[src/assert_macros.svh]
// Assertion macros shared by the RTL of the gravity accumulator.
`ifndef ASSERT_MACROS_SVH
`define ASSERT_MACROS_SVH
`ifndef SYNTHESIS
`define ASSERT_CLK(lbl, clk, rst, prop, msg) \
  lbl: assert property (@(posedge clk) disable iff (rst) prop) else $error(msg);
`define ASSERT_CLK_NR(lbl, clk, prop, msg) \
  lbl: assert property (@(posedge clk) prop) else $error(msg);
`else
`define ASSERT_CLK(lbl, clk, rst, prop, msg)
`define ASSERT_CLK_NR(lbl, clk, prop, msg)
`endif
`endif

[src/igacc_mul.sv]
// Shared 32 by 32 unsigned multiplier with a registered product.
`default_nettype none
module igacc_mul (
  input  wire logic        clk,
  input  wire logic [31:0] a,
  input  wire logic [31:0] b,
  output logic      [63:0] p
);

  always_ff @(posedge clk) begin
    p <= {32'b0, a} * {32'b0, b};
  end

endmodule
`default_nettype wire

[config.mk]
export PLATFORM = sky130hd
export DESIGN_NAME = igacc_mul
export DESIGN_NICKNAME = d
export VERILOG_FILES = /design/src/assert_macros.svh /design/src/igacc_mul.sv
export SDC_FILE = /design/constraint.sdc
export NUM_CORES = 2
export LEC_CHECK = 0
export BUFFER_PORTS_ARGS = -buffer_cell sky130_fd_sc_hd__buf_4
export CELL_PAD_IN_SITES_DETAIL_PLACEMENT = 1
export CELL_PAD_IN_SITES_GLOBAL_PLACEMENT = 1
export CORE_MARGIN = 8
export CORE_UTILIZATION = 52
export CTS_CLUSTER_DIAMETER = 50
export DETAILED_ROUTE_END_ITERATION = 12
export GPL_TIMING_DRIVEN = 0
export PLACE_DENSITY_LB_ADDON = 0.1
export SYNTH_ARGS = -nofsm -noshare
export SYNTH_HDL_FRONTEND = slang
export SYNTH_SLANG_ARGS = --single-unit
[constraint.sdc]
create_clock -name clk -period 9.3 [get_ports clk]
set_clock_uncertainty 0.1 [all_clocks]
set_input_delay 0.465 -clock clk [delete_from_list [all_inputs] [get_ports clk]]
set_output_delay 0.465 -clock clk [all_outputs]
set_load 0.005 [all_outputs]
=== After elaboration in Yosys (flattened, before gate mapping) ===
Cells that the tools add are included.

* Register bits: 64
* Bits of input ports: 65
* Output and inout port bits: 64
* Logic and storage cells: 2

* $mul: 1

{| class="wikitable"
|+ Operator list
! kind !! number
|-
| $mul 32x32->64 || 1
|}

=== Logic depth before layout (Yosys ltp) ===
* Word-level depth: 1
* Mapped depth: 29
* Gate-level depth less buffers: 27

=== Least setup slack after synthesis ===
Ideal clock, no wire load.

* Path type: in2reg
* Start: input a[25]
* End: register p[62]
* Library setup time: 0.072 ns
* Arrival: 7.146 ns
* Required time: 9.128 ns
* Slack: 1.982 ns
* Stages: 25
* Path buffers: 2
* Cell sequence: clkbuf_1 nand2_1 fa_1 inv_1 fa_1 inv_1 fa_1 inv_1 fa_1 fa_1 fa_1 fa_1 inv_1 fa_1 inv_1 ha_1 buf_2 nand4_1 or4_1 or3_1 a31oi_1 a31o_2 a211oi_1 o21ai_1 xor2_1

* Cells in the longest elaborated chain, start to end: 1

{| class="wikitable"
|+ Ends and longest elaborated chain
! what !! RTL line !! source
|-
| start: declaration || igacc_mul.sv:5 || <nowiki>input wire logic [31:0] a,</nowiki>
|-
| $mul 32x32->64 || igacc_mul.sv:11 || <nowiki>p <= {32'b0, a} * {32'b0, b};</nowiki>
|-
| end signal: assignment || igacc_mul.sv:11 ||
|-
| end: declaration || igacc_mul.sv:7 || <nowiki>output logic [63:0] p</nowiki>
|}

No other way between the ends.

=== Worst setup path after layout ===
* Start: input a[9]
* End: register p[62]

Same word-level chain as after synthesis.

==> flow_metrics.tcl <==
set metrics [dict create \
    synthArstFlopShare 0 \
    top_register "p" \
    vias_per_cell 5.845 \
    reg.largest.list "p: 64 flops" \
    ctsHoldBuffers 0 \
    post_cts_buffers 0 \
    worst_ep_required_time_ns 9.48 \
    htree_levels 3 \
    dieArea_sq_um 75200 \
    clk_path_buf_depth 2 \
    synth.area.top_cells "fa_1 52%, and2_1 11%, ha_1 9.5%" \
    ant_nets 0 \
    fin_crit_sh 0.9548 \
    path_cells "buf_4 -> clkbuf_1 -> nand2_1 -> fa_1 -> inv_1 -> fa_1 -> fa_1 -> fa_1 -> fa_1 -> fa_1 -> fa_1 -> inv_1 -> fa_1 -> inv_1 -> ha_1 -> nand2_1 -> or4_1 -> or3_1 -> a31oi_1 -> a31o_2 -> a211oi_1 -> o21ai_1 -> xor2_1" \
    first_pass_iters 5 \
    crit_arrival_ns 9.06 \
    synth_top_area_frac 0.5173 \
    vias 27870 \
    path_clk_slew_ns 0.06 \
    mostFrequentLayoutCells "896 x fa_1, 865 x inv_1, 602 x and2_1" \
    cts_buffers 9 \
    finalHoldViolCount 0 \
    rows 94 \
    drcViolationCount 0 \
    setup_tns_ns 0 \
    grt_util_all_layers 0.3785 \
    path_common_cell "fa_1" \
    synth_nets 4972 \
    yosysTopAreaCell "fa_1" \
    fp.dieW_um 274.2 \
    hpwl_um 117800 \
    maxCapViolCount 0 \
    grt_pass1_wl_um 204000 \
    ys.warnings.count 0 \
    whs_endpoint "p[0]" \
    worstMarginPinSlew_ns 1.376 \
    ys_ff_latch 64 \
    cts_tree "built" \
    synthToLayoutAreaGrowth_pct 6.856 \
    end_kind "register" \
    antenna_found_initial 20 \
    path_max_fanout 10 \
    largest_reg_flops 64 \
    synth-edff-count 0 \
    cts-resized-gates 0 \
    syn_inst 3748 \
    status "finished clean" \
    synth_cell_types 57 \
    fmax_ghz 0.1126 \
    num_io_pins 129 \
    grt_max_degree 14 \
    io_buffers 128 \
    core_sq_um 65860 \
    grt_overflow 0 \
    setup_viol 0 \
    rsz0062_at_grt "no" \
    wl_per_cell_um 29.31 \
    start_kind "input pin" \
    syn_area_sq_um 34680 \
    start_util 0.5265 \
    crit_type "in2reg" \
    clkSinkCount 64 \
    ys_seq_area_frac 0.03695 \
    finalNetCount 5111 \
    drive_gt1_frac 0.04291 \
    final_common_cell "fa_1" \
    slew_violations 0 \
    first_global_vias 31430 \
    drtIter0Drc 2312 \
    cts_root_buf "clkbuf_16" \
    critical-path-max-stage-delay_ns 1.01 \
    max_slew_margin 0.08256 \
    n_fill_cell 7690 \
    period_minus_slack_ns 8.880 \
    ys.flop_type "dfxtp_1" \
    slowest_stage "clkbuf_1" \
    gp_congestion 1.078 \
    hp-class "in2reg" \
    die_h_um 274.2 \
    totalWireLength_um 139800 \
    avgSynthCellArea_sq_um 9.252 \
    min_from "b[0]" \
    whs_path_depth 2 \
]
worst max path at each step:
stage / start / endpoint / slack (ns) / cells after the start
6_report: a[9] / p[62] / 0.42 / 23
5_1_grt: a[25] / p[62] / 0.26 / 26
4_1_cts: a[9] / p[62] / 0.60 / 24
3_5_place_dp: a[9] / p[62] / 0.24 / 24
3_3_place_gp: a[9] / p[62] / 0.39 / 23
2_1_floorplan: a[25] / p[62] / 1.98 / 25
worst max-delay path, delay by kind of cell:
kind	cells	cell delay, ns
adders and majority gates	9	4.61
buffers and inverters	5	1.32
and+or+nand+nor	4	1.31
AOI/OAI and AO/OA	4	1.17
xor gates and xnor gates	1	0.16
final cells by class:
class                   instances  area, sq um  area share
diodes                         13        32.53   0.0008780
plain buffers                 220        833.3     0.02249
well taps                     864         1081     0.02918
clock buffers                   9        225.2    0.006078
multi-input cells            2599        29310      0.7911
inverters                     865         3247     0.08763
repair buffers                128        960.9     0.02593
clock inverters                 7        77.57    0.002094
flip-flops and latches         64         1281     0.03458
cells in the mapped netlist (4+ instances only):
cell type	count
dfxtp_1	64
nor3_1	7
xor2_1	25
and2_1	602
nand2_1	480
clkbuf_1	213
o21bai_1	10
xnor2_1	35
o21ai_0	21
fa_1	896
a31oi_1	12
a221o_1	4
nor2_1	20
a21o_1	40
inv_1	865
a21oi_1	63
and3_1	14
nand4_1	23
o21a_1	9
o21ai_1	5
ha_1	263
buf_2	6
nand3_1	10
per-stage QoR:
stage               std cells    util  worst slack (ns)  area [sq um]  hold slack, ns
detailed placement       4740  0.5575            0.2429         36720          0.6454
floorplan                3748       -             1.982         34680          0.4923
global placement         4740  0.5575            0.3853         36720          0.6428
finish                   4769  0.5626            0.4199         37050          0.2831
global route             4758  0.5622            0.2629         37030          0.2778
CTS                      4756  0.5621            0.6038         37020          0.2810
metal layers:
layer	routed length, um	share of wire	vias up	track usage
met5	0	0	-	0
met4	15340	0.11	0	0.3193
met3	12300	0.088	606	0.07989
met2	64160	0.46	1533	0.6038
met1	48000	0.34	14600	0.4347
li1	-	-	11140	-
kinds of logic (layout without fill, tap and decap cells):
kind of cell	Yosys count	count (layout)	share of synthesized area
simple gates	1177	1177	0.1762
fa+ha+maj	1159	1159	0.6122
buf+inv	1085	1229	0.1177
compound gates	202	202	0.04153
flops	64	64	0.03695
xor+xnor	60	60	0.01515
mux	1	1	0.0002887
other cells	0	13	0
Power is not shown: default switching activity piles up to over one toggle a cycle in this logic, so the estimate is an artifact.
