$ cat config.mk
export PLATFORM = sky130hd
export DESIGN_NAME = igacc_dsu
export DESIGN_NICKNAME = d
export VERILOG_FILES = /design/src/assert_macros.svh /design/src/igacc_pkg.sv /design/src/igacc_dsu.sv
export SDC_FILE = /design/constraint.sdc
export NUM_CORES = 1
export LEC_CHECK = 0
export ABC_CLOCK_PERIOD_IN_PS = 11300
export BUFFER_PORTS_ARGS = -buffer_cell sky130_fd_sc_hd__buf_2
export CORE_MARGIN = 8
export CORE_UTILIZATION = 53
export CTS_BUF_LIST = sky130_fd_sc_hd__clkbuf_2
export DETAILED_ROUTE_END_ITERATION = 8
export GPL_ROUTABILITY_DRIVEN = 0
export PLACE_DENSITY = 0.88
export SLEW_MARGIN = 20
export SYNTH_ARGS = -nofsm -noshare
export SYNTH_HDL_FRONTEND = slang
export SYNTH_SLANG_ARGS = --single-unit
$ cat constraint.sdc
create_clock -name clk -period 11.3 [get_ports clk]
set_clock_uncertainty 0.05 [all_clocks]
set_input_delay 1.13 -clock clk [delete_from_list [all_inputs] [get_ports clk]]
set_output_delay 1.13 -clock clk [all_outputs]
set_load 0.01 [all_outputs]
$ cat src/assert_macros.svh
// Assertion macros shared by the RTL of the gravity accumulator.
`ifndef ASSERT_MACROS_SVH
`define ASSERT_MACROS_SVH
`ifndef SYNTHESIS
`define ASSERT_CLK(lbl, clk, rst, prop, msg) \
  lbl: assert property (@(posedge clk) disable iff (rst) prop) else $error(msg);
`define ASSERT_CLK_NR(lbl, clk, prop, msg) \
  lbl: assert property (@(posedge clk) prop) else $error(msg);
`else
`define ASSERT_CLK(lbl, clk, rst, prop, msg)
`define ASSERT_CLK_NR(lbl, clk, prop, msg)
`endif
`endif

$ cat src/igacc_pkg.sv
// Types and constants of the gravity accumulator.
`default_nettype none
package igacc_pkg;

  localparam logic KIND_LOAD  = 1'b0;
  localparam logic KIND_QUERY = 1'b1;

  localparam int CFG_IDX_W = 3;
  localparam logic [CFG_IDX_W-1:0] REG_MODE  = 3'd0;
  localparam logic [CFG_IDX_W-1:0] REG_DIR_X = 3'd1;
  localparam logic [CFG_IDX_W-1:0] REG_DIR_Y = 3'd2;
  localparam logic [CFG_IDX_W-1:0] REG_DIR_Z = 3'd3;
  localparam logic [CFG_IDX_W-1:0] REG_STR   = 3'd4;

  localparam logic MODE_SPHERE = 1'b0;
  localparam logic MODE_PLANE  = 1'b1;

  localparam logic DSU_DIV  = 1'b0;
  localparam logic DSU_SQRT = 1'b1;

  typedef struct packed {
    logic        kind;
    logic [3:0]  slot;
    logic [31:0] pos_x;
    logic [31:0] pos_y;
    logic [31:0] pos_z;
    logic [31:0] strength;
    logic        enabled;
    logic [31:0] body_mass;
  } in_word_t;

  typedef struct packed {
    logic [31:0] force_x;
    logic [31:0] force_y;
    logic [31:0] force_z;
    logic [17:0] dir_x;
    logic [17:0] dir_y;
    logic [17:0] dir_z;
  } out_word_t;

  typedef struct packed {
    logic        start;
    logic        op;
    logic [5:0]  steps;
    logic [63:0] rem0;
    logic [63:0] bits0;
    logic [63:0] den;
  } dsu_req_t;

endpackage
`default_nettype wire

$ cat src/igacc_dsu.sv
// Shared divide and square root unit, one quotient or root bit per cycle.
`default_nettype none
module igacc_dsu (
  input  wire logic              clk,
  input  wire logic              rst,
  input  wire igacc_pkg::dsu_req_t req,
  output logic                   busy,
  output logic [63:0]            res
);

  logic [5:0]  cnt;
  logic [63:0] rem;
  logic [63:0] bits;
  logic [63:0] den;
  logic        op;
  logic [64:0] t;
  logic [64:0] sub;
  logic [64:0] diff;
  logic        ge;

  always_comb begin
    if (op == igacc_pkg::DSU_SQRT) begin
      t   = {rem[62:0], bits[63:62]};
      sub = {1'b0, res[61:0], 2'b01};
    end else begin
      t   = {rem, bits[63]};
      sub = {1'b0, den};
    end
    ge   = (t >= sub);
    diff = t - sub;
  end

  always_ff @(posedge clk) begin
    if (rst) begin
      busy <= 1'b0;
    end else if (req.start) begin
      busy <= 1'b1;
      cnt  <= req.steps;
      rem  <= req.rem0;
      bits <= req.bits0;
      den  <= req.den;
      op   <= req.op;
      res  <= '0;
    end else if (busy) begin
      rem  <= ge ? diff[63:0] : t[63:0];
      res  <= {res[62:0], ge};
      bits <= (op == igacc_pkg::DSU_SQRT) ? {bits[61:0], 2'b00} : {bits[62:0], 1'b0};
      cnt  <= cnt - 6'd1;
      if (cnt == 6'd1) begin
        busy <= 1'b0;
      end
    end
  end

endmodule
`default_nettype wire

# Word-level counts from Yosys, hierarchy flattened
# Cells that the tools add are included.
# word_totals
reg_bits	264
input_bits	202
word_cells	29
# classes
n_addsub	2
order_cmp	1
eq_ne	1
n_mux	14
bitwise	1
reduce_logical	3
# ops
operator	n
$mux W64	8
$ge A65 B64 Y1	1
$mux W65	1
$sub A64 B64 Y64	1
$mux W6	2
$eq A6 B1 Y1 const B	1
$sub A6 B1 Y6 const B	1
$reduce_and A2 Y1	2
$mux W1	3
$reduce_bool A2 Y1	1
$not A1 Y1	1

# Logic depth before layout (Yosys ltp)
# logic_depth
depth_word	5
ltp_mapped	19
depth_no_buf	13

# Least setup slack after synthesis
# No wires, ideal clock.
# synth_timing
path_kind	input to register
from	input req[199] (netlist bit)
to	register bits[0] (enable)
setup_ns	0.761
t_arrival_ns	10.023
setup_slack_ns	0.466
stages	5
n_path_buf	3
path_cell_list	buf_4 -> clkbuf_1 -> buf_4 -> nor2_1 -> nor2_1
# synth_via
elab_chain_cells	2
# synth_rtl
element	line_no	rtl
start: declaration	igacc_dsu.sv:6	input wire igacc_pkg::dsu_req_t req,
$reduce_bool A2 Y1 (no source line)	-	
$reduce_and A2 Y1 (no source line)	-	
end signal: assignment	igacc_dsu.sv:40	bits <= req.bits0;
end signal: assignment	igacc_dsu.sv:47	bits <= (op == igacc_pkg::DSU_SQRT) ? {bits[61:0], 2'b00} : {bits[62:0], 1'b0};
end: declaration	igacc_dsu.sv:13	logic [63:0] bits;
# No other way between the ends.
# A chain may end at the register's enable or synchronous reset.

# Worst setup path after layout
# layout_timing
from	register op
to	register rem[36] (data pin)
# layout_via
elab_chain_cells	5
# layout_rtl
element	line_no	rtl
start: declaration	igacc_dsu.sv:15	logic op;
start signal: assignment	igacc_dsu.sv:42	op <= req.op;
$mux W65 / $mux W64 (equally long branches)	igacc_dsu.sv:22	if (op == igacc_pkg::DSU_SQRT) begin
$sub A64 B64 Y64 / $ge A65 B64 Y1 (equally long branches)	igacc_dsu.sv:30, igacc_dsu.sv:29	
$mux W64 (*)	igacc_dsu.sv:45	rem <= ge ? diff[63:0] : t[63:0];
$mux W64 (*)	igacc_dsu.sv:44	end else if (busy) begin
$mux W64 (*)	igacc_dsu.sv:36	end else if (req.start) begin
end signal: assignment	igacc_dsu.sv:39	rem <= req.rem0;
end signal: assignment	igacc_dsu.sv:45	
end: declaration	igacc_dsu.sv:12	logic [63:0] rem;
# Every way passes the cells marked *; elsewhere a longest branch is shown, timed or not. The select of a mux whose other input is x is not followed.

==> impl_metrics.ini <==
[cells_and_area]
final_cells = 2215
layout-drive-gt1-share_pct = 26.0
syn_to_final_growth_pct = 13.8
nets = 2030

[logic_synthesis]
synth_area_leaders = edfxtp_1, mux2i_1, ha_1, mux2_2, nand2_1
synth_cell_types = 70
synth_most_common_cell = edfxtp_1
async_flop_share_pct = 0
synth_area_leader_cell = edfxtp_1
syn_area_um2 = 16300
ys_ff_latch = 264
synth_edf_count = 263
synthesis.nets = 1769
ys_seq_area_share_pct = 48.5
syn-instance-count = 1500
synth_top_cell_area_share_pct = 48.3
synthTopCellsByCount = edfxtp_1, mux2i_1, nand2_1, a21oi_1, o21ai_0
synth_warnings = 0
ys.flop_type = edfxtp_1
avgSynthCellArea_um2 = 10.9

[grt]
track_usage_pct = 23.2
grt_max_degree = 199
globalRouteOverflowTotal = 0
grt_pass1_wl_mm = 68.7
grt_pass1_vias = 13400
grt_antenna_before_repair = 18

[worst_setup_path]
cp_max_fo = 120
worst_path_most_repeated_cell = nand2_1
cp_data_required_time_ns = 11.82
crit_type = flip-flop to flip-flop
reg2reg_depth = 15
setup.worst_path.start_class = flip-flop
cp_top_family = buffers and inverters
cp.arrival_ns = 6.19
r2r_setup_slack_ns = 5.64
slowest_stage = buf_6
slowest_delay_ns = 0.71
cp_cell_sequence = buf_12 > buf_6 > mux2_2 > ha_1 > nand2_1 > nor2_1 > nand2_1 > nor3_1 > and4_1 > nand4_1 > nand4b_1 > a41o_2 > buf_4 > mux2i_1 > a21oi_1
r2r_end = rem[36]$_DFFE_PP_
end_kind = flip-flop
cp_num_buf_inv = 3
r2r_start = op$_DFFE_PP_

[floorplan]
rows = 64
io_pins = 267
initial_core_util_pct = 53.5
core_um2 = 30500
fp.dieW_um = 192
die_h_um = 192
die_area_um2 = 36700

[sta]
relSlewSlack_pct = 24.4
grt_setup_unrepaired = no
fin_tns_setup_ns = 0
fin_crit_sh_pct = 50.1
slew_violations = 0
final-setup-viol-count = 0
final-hold-violation-count = 0
tightest_slew_ns = 1.12
layout_min_cycle_time_ns = 5.66
fmax_ghz = 0.177

[power_and_ir_drop]
combPwrFrac_pct = 33.5
switching_power_w = 0.00101
p_per_area_nw_per_um2 = 155
p_int_w = 0.00187
swShare_pct = 35.2
seq_power_share_pct = 42.5
pwr-share-clk_pct = 23.9
ir_worst_vdd_uv = 81.3
p_leak_nw = 7.88

[placement]
dp.cells = 2082
io_buffers = 266
hpwl_mm = 31.0

[clock_network]
cts_setup_buffers = 0
cts_buffers = 72
cts_tree = yes
clk_pin_slew_ns = 0.11
clk_latency_ns = 0.89
ctsHtreeMaxLevel = 3
hold_buffers = 0
ctsLongestPathBuffers = 3
root_buffer = clkbuf_2
clock_sinks = 264
ctsResizeCount = 0

[job]
drv_cap = 0

[routing]
drt-initial-drc-count = 1054
drc = 0
wl_per_cell_um = 19.7
firstDrtPassIters = 6
detail_route.vias_per_cell = 5.92
drt_wl_total_mm = 43.7
vias = 13100
ant_nets = 0

[status]
status = finished, final reports clean

[worst_hold_path]
hold_depth = 1
worstHoldStart = req[1]
holdPathEnd = den[1]$_DFFE_PP_
hold_path.class = input port to flip-flop
-- worst register-to-register path, stage by stage (launching register included) --
cell and delay (ns):
edfxtp_1 0.39, buf_12 0.56, buf_6 0.84, mux2_2 0.51, ha_1 0.47, nand2_1 0.14
nor2_1 0.18, nand2_1 0.08, nor3_1 0.19, and4_1 0.20, nand4_1 0.09, nand4b_1 0.20
a41o_2 0.51, buf_4 0.57, mux2i_1 0.30, a21oi_1 0.09
-- stage by stage --
stage	utilization, %	hold slack (ns)	power [W]	instance area (µm²)	setup slack, ns
floorplan	-	0.485	0.00197	16300	0.466
global placement	58.7	0.494	0.00216	17900	5.76
detailed placement	58.7	0.518	0.00219	17900	5.61
CTS	60.8	0.291	0.00289	18500	5.54
global route	60.9	0.290	0.00305	18600	5.33
finish	60.9	0.364	0.00288	18600	5.64
-- sequential cells by signal, indices dropped and copies added (netlist names) --
register  count
busy          1
rem          64
den          64
cnt           6
res          64
bits         64
op            1
-- power by group through the flow --
| stage | Combinational [W] | Sequential (W) | Clock (W) |
|---|---|---|---|
| 6_report | 0.000966 | 0.00123 | 0.000690 |
| 5_1_grt | 0.00106 | 0.00123 | 0.000762 |
| 4_1_cts | 0.000950 | 0.00123 | 0.000711 |
| 3_5_place_dp | 0.000945 | 0.00125 | 0 |
| 3_3_place_gp | 0.000915 | 0.00125 | 0 |
| 2_1_floorplan | 0.000716 | 0.00125 | 0 |
-- placed cells by master, fill, tap and decap left out, drive strengths merged, types with 8 or more instances in the layout --
cell type	n
xor2	23
a2bb2oi	9
buf	276
and3	16
mux2i	164
nor2b	74
edfxtp	263
mux2	64
a21oi	113
nor3	17
inv	21
nand3	18
nand2	156
a21o	37
nand4	16
clkbuf	107
clkinv	14
a31oi	17
o21a	8
nor2	81
o21bai	10
o21ai	109
xnor2	37
ha	66
-- routing by layer --
layer	GRT usage [%]	part of all wire, %	up-vias
li1	-	-	6182
met1	28.7	41	6172
met2	37.4	46	607
met3	8.32	10	125
met4	7.34	2.4	26
met5	0	0.39	-
-- layout make-up --
cell class                 count  area (µm²)
clock inverter                19         106
sequential                   264        7920
inverter                      19        71.3
timing repair buffer         276        1460
fill                        2474       11900
tap                          396         495
antenna                        6        15.0
clock buffer                 107         536
multi-input combinational   1128        7990
-- worst max-delay path by stage --
| stage | from | to | slack (ns) | depth (start not counted) |
|---|---|---|---|---|
| after floorplan | req[199] | bits[0]$_SDFFCE_PN0P_ | 0.47 | 5 |
| after global placement | op$_DFFE_PP_ | rem[23]$_DFFE_PP_ | 5.76 | 15 |
| after detailed placement | op$_DFFE_PP_ | rem[22]$_DFFE_PP_ | 5.61 | 15 |
| after CTS | op$_DFFE_PP_ | rem[41]$_DFFE_PP_ | 5.54 | 15 |
| after global routing | op$_DFFE_PP_ | rem[58]$_DFFE_PP_ | 5.33 | 15 |
| final | op$_DFFE_PP_ | rem[36]$_DFFE_PP_ | 5.64 | 15 |
-- logic make-up (layout without fill, tap and decap cells) --
kind of cell    after synthesis  after routing  share of synthesized area (%)
simple gates                416            416                           12.3
flops                       264            264                           48.5
compound gates              357            357                           13.6
fa+ha+maj                    67             67                           5.18
mux                         228            228                           14.5
other cells                   0              6                              0
buf+inv                     108            421                           2.73
xor+xnor                     60             60                           3.22
Note: power is estimated with default switching activity, not from simulation.
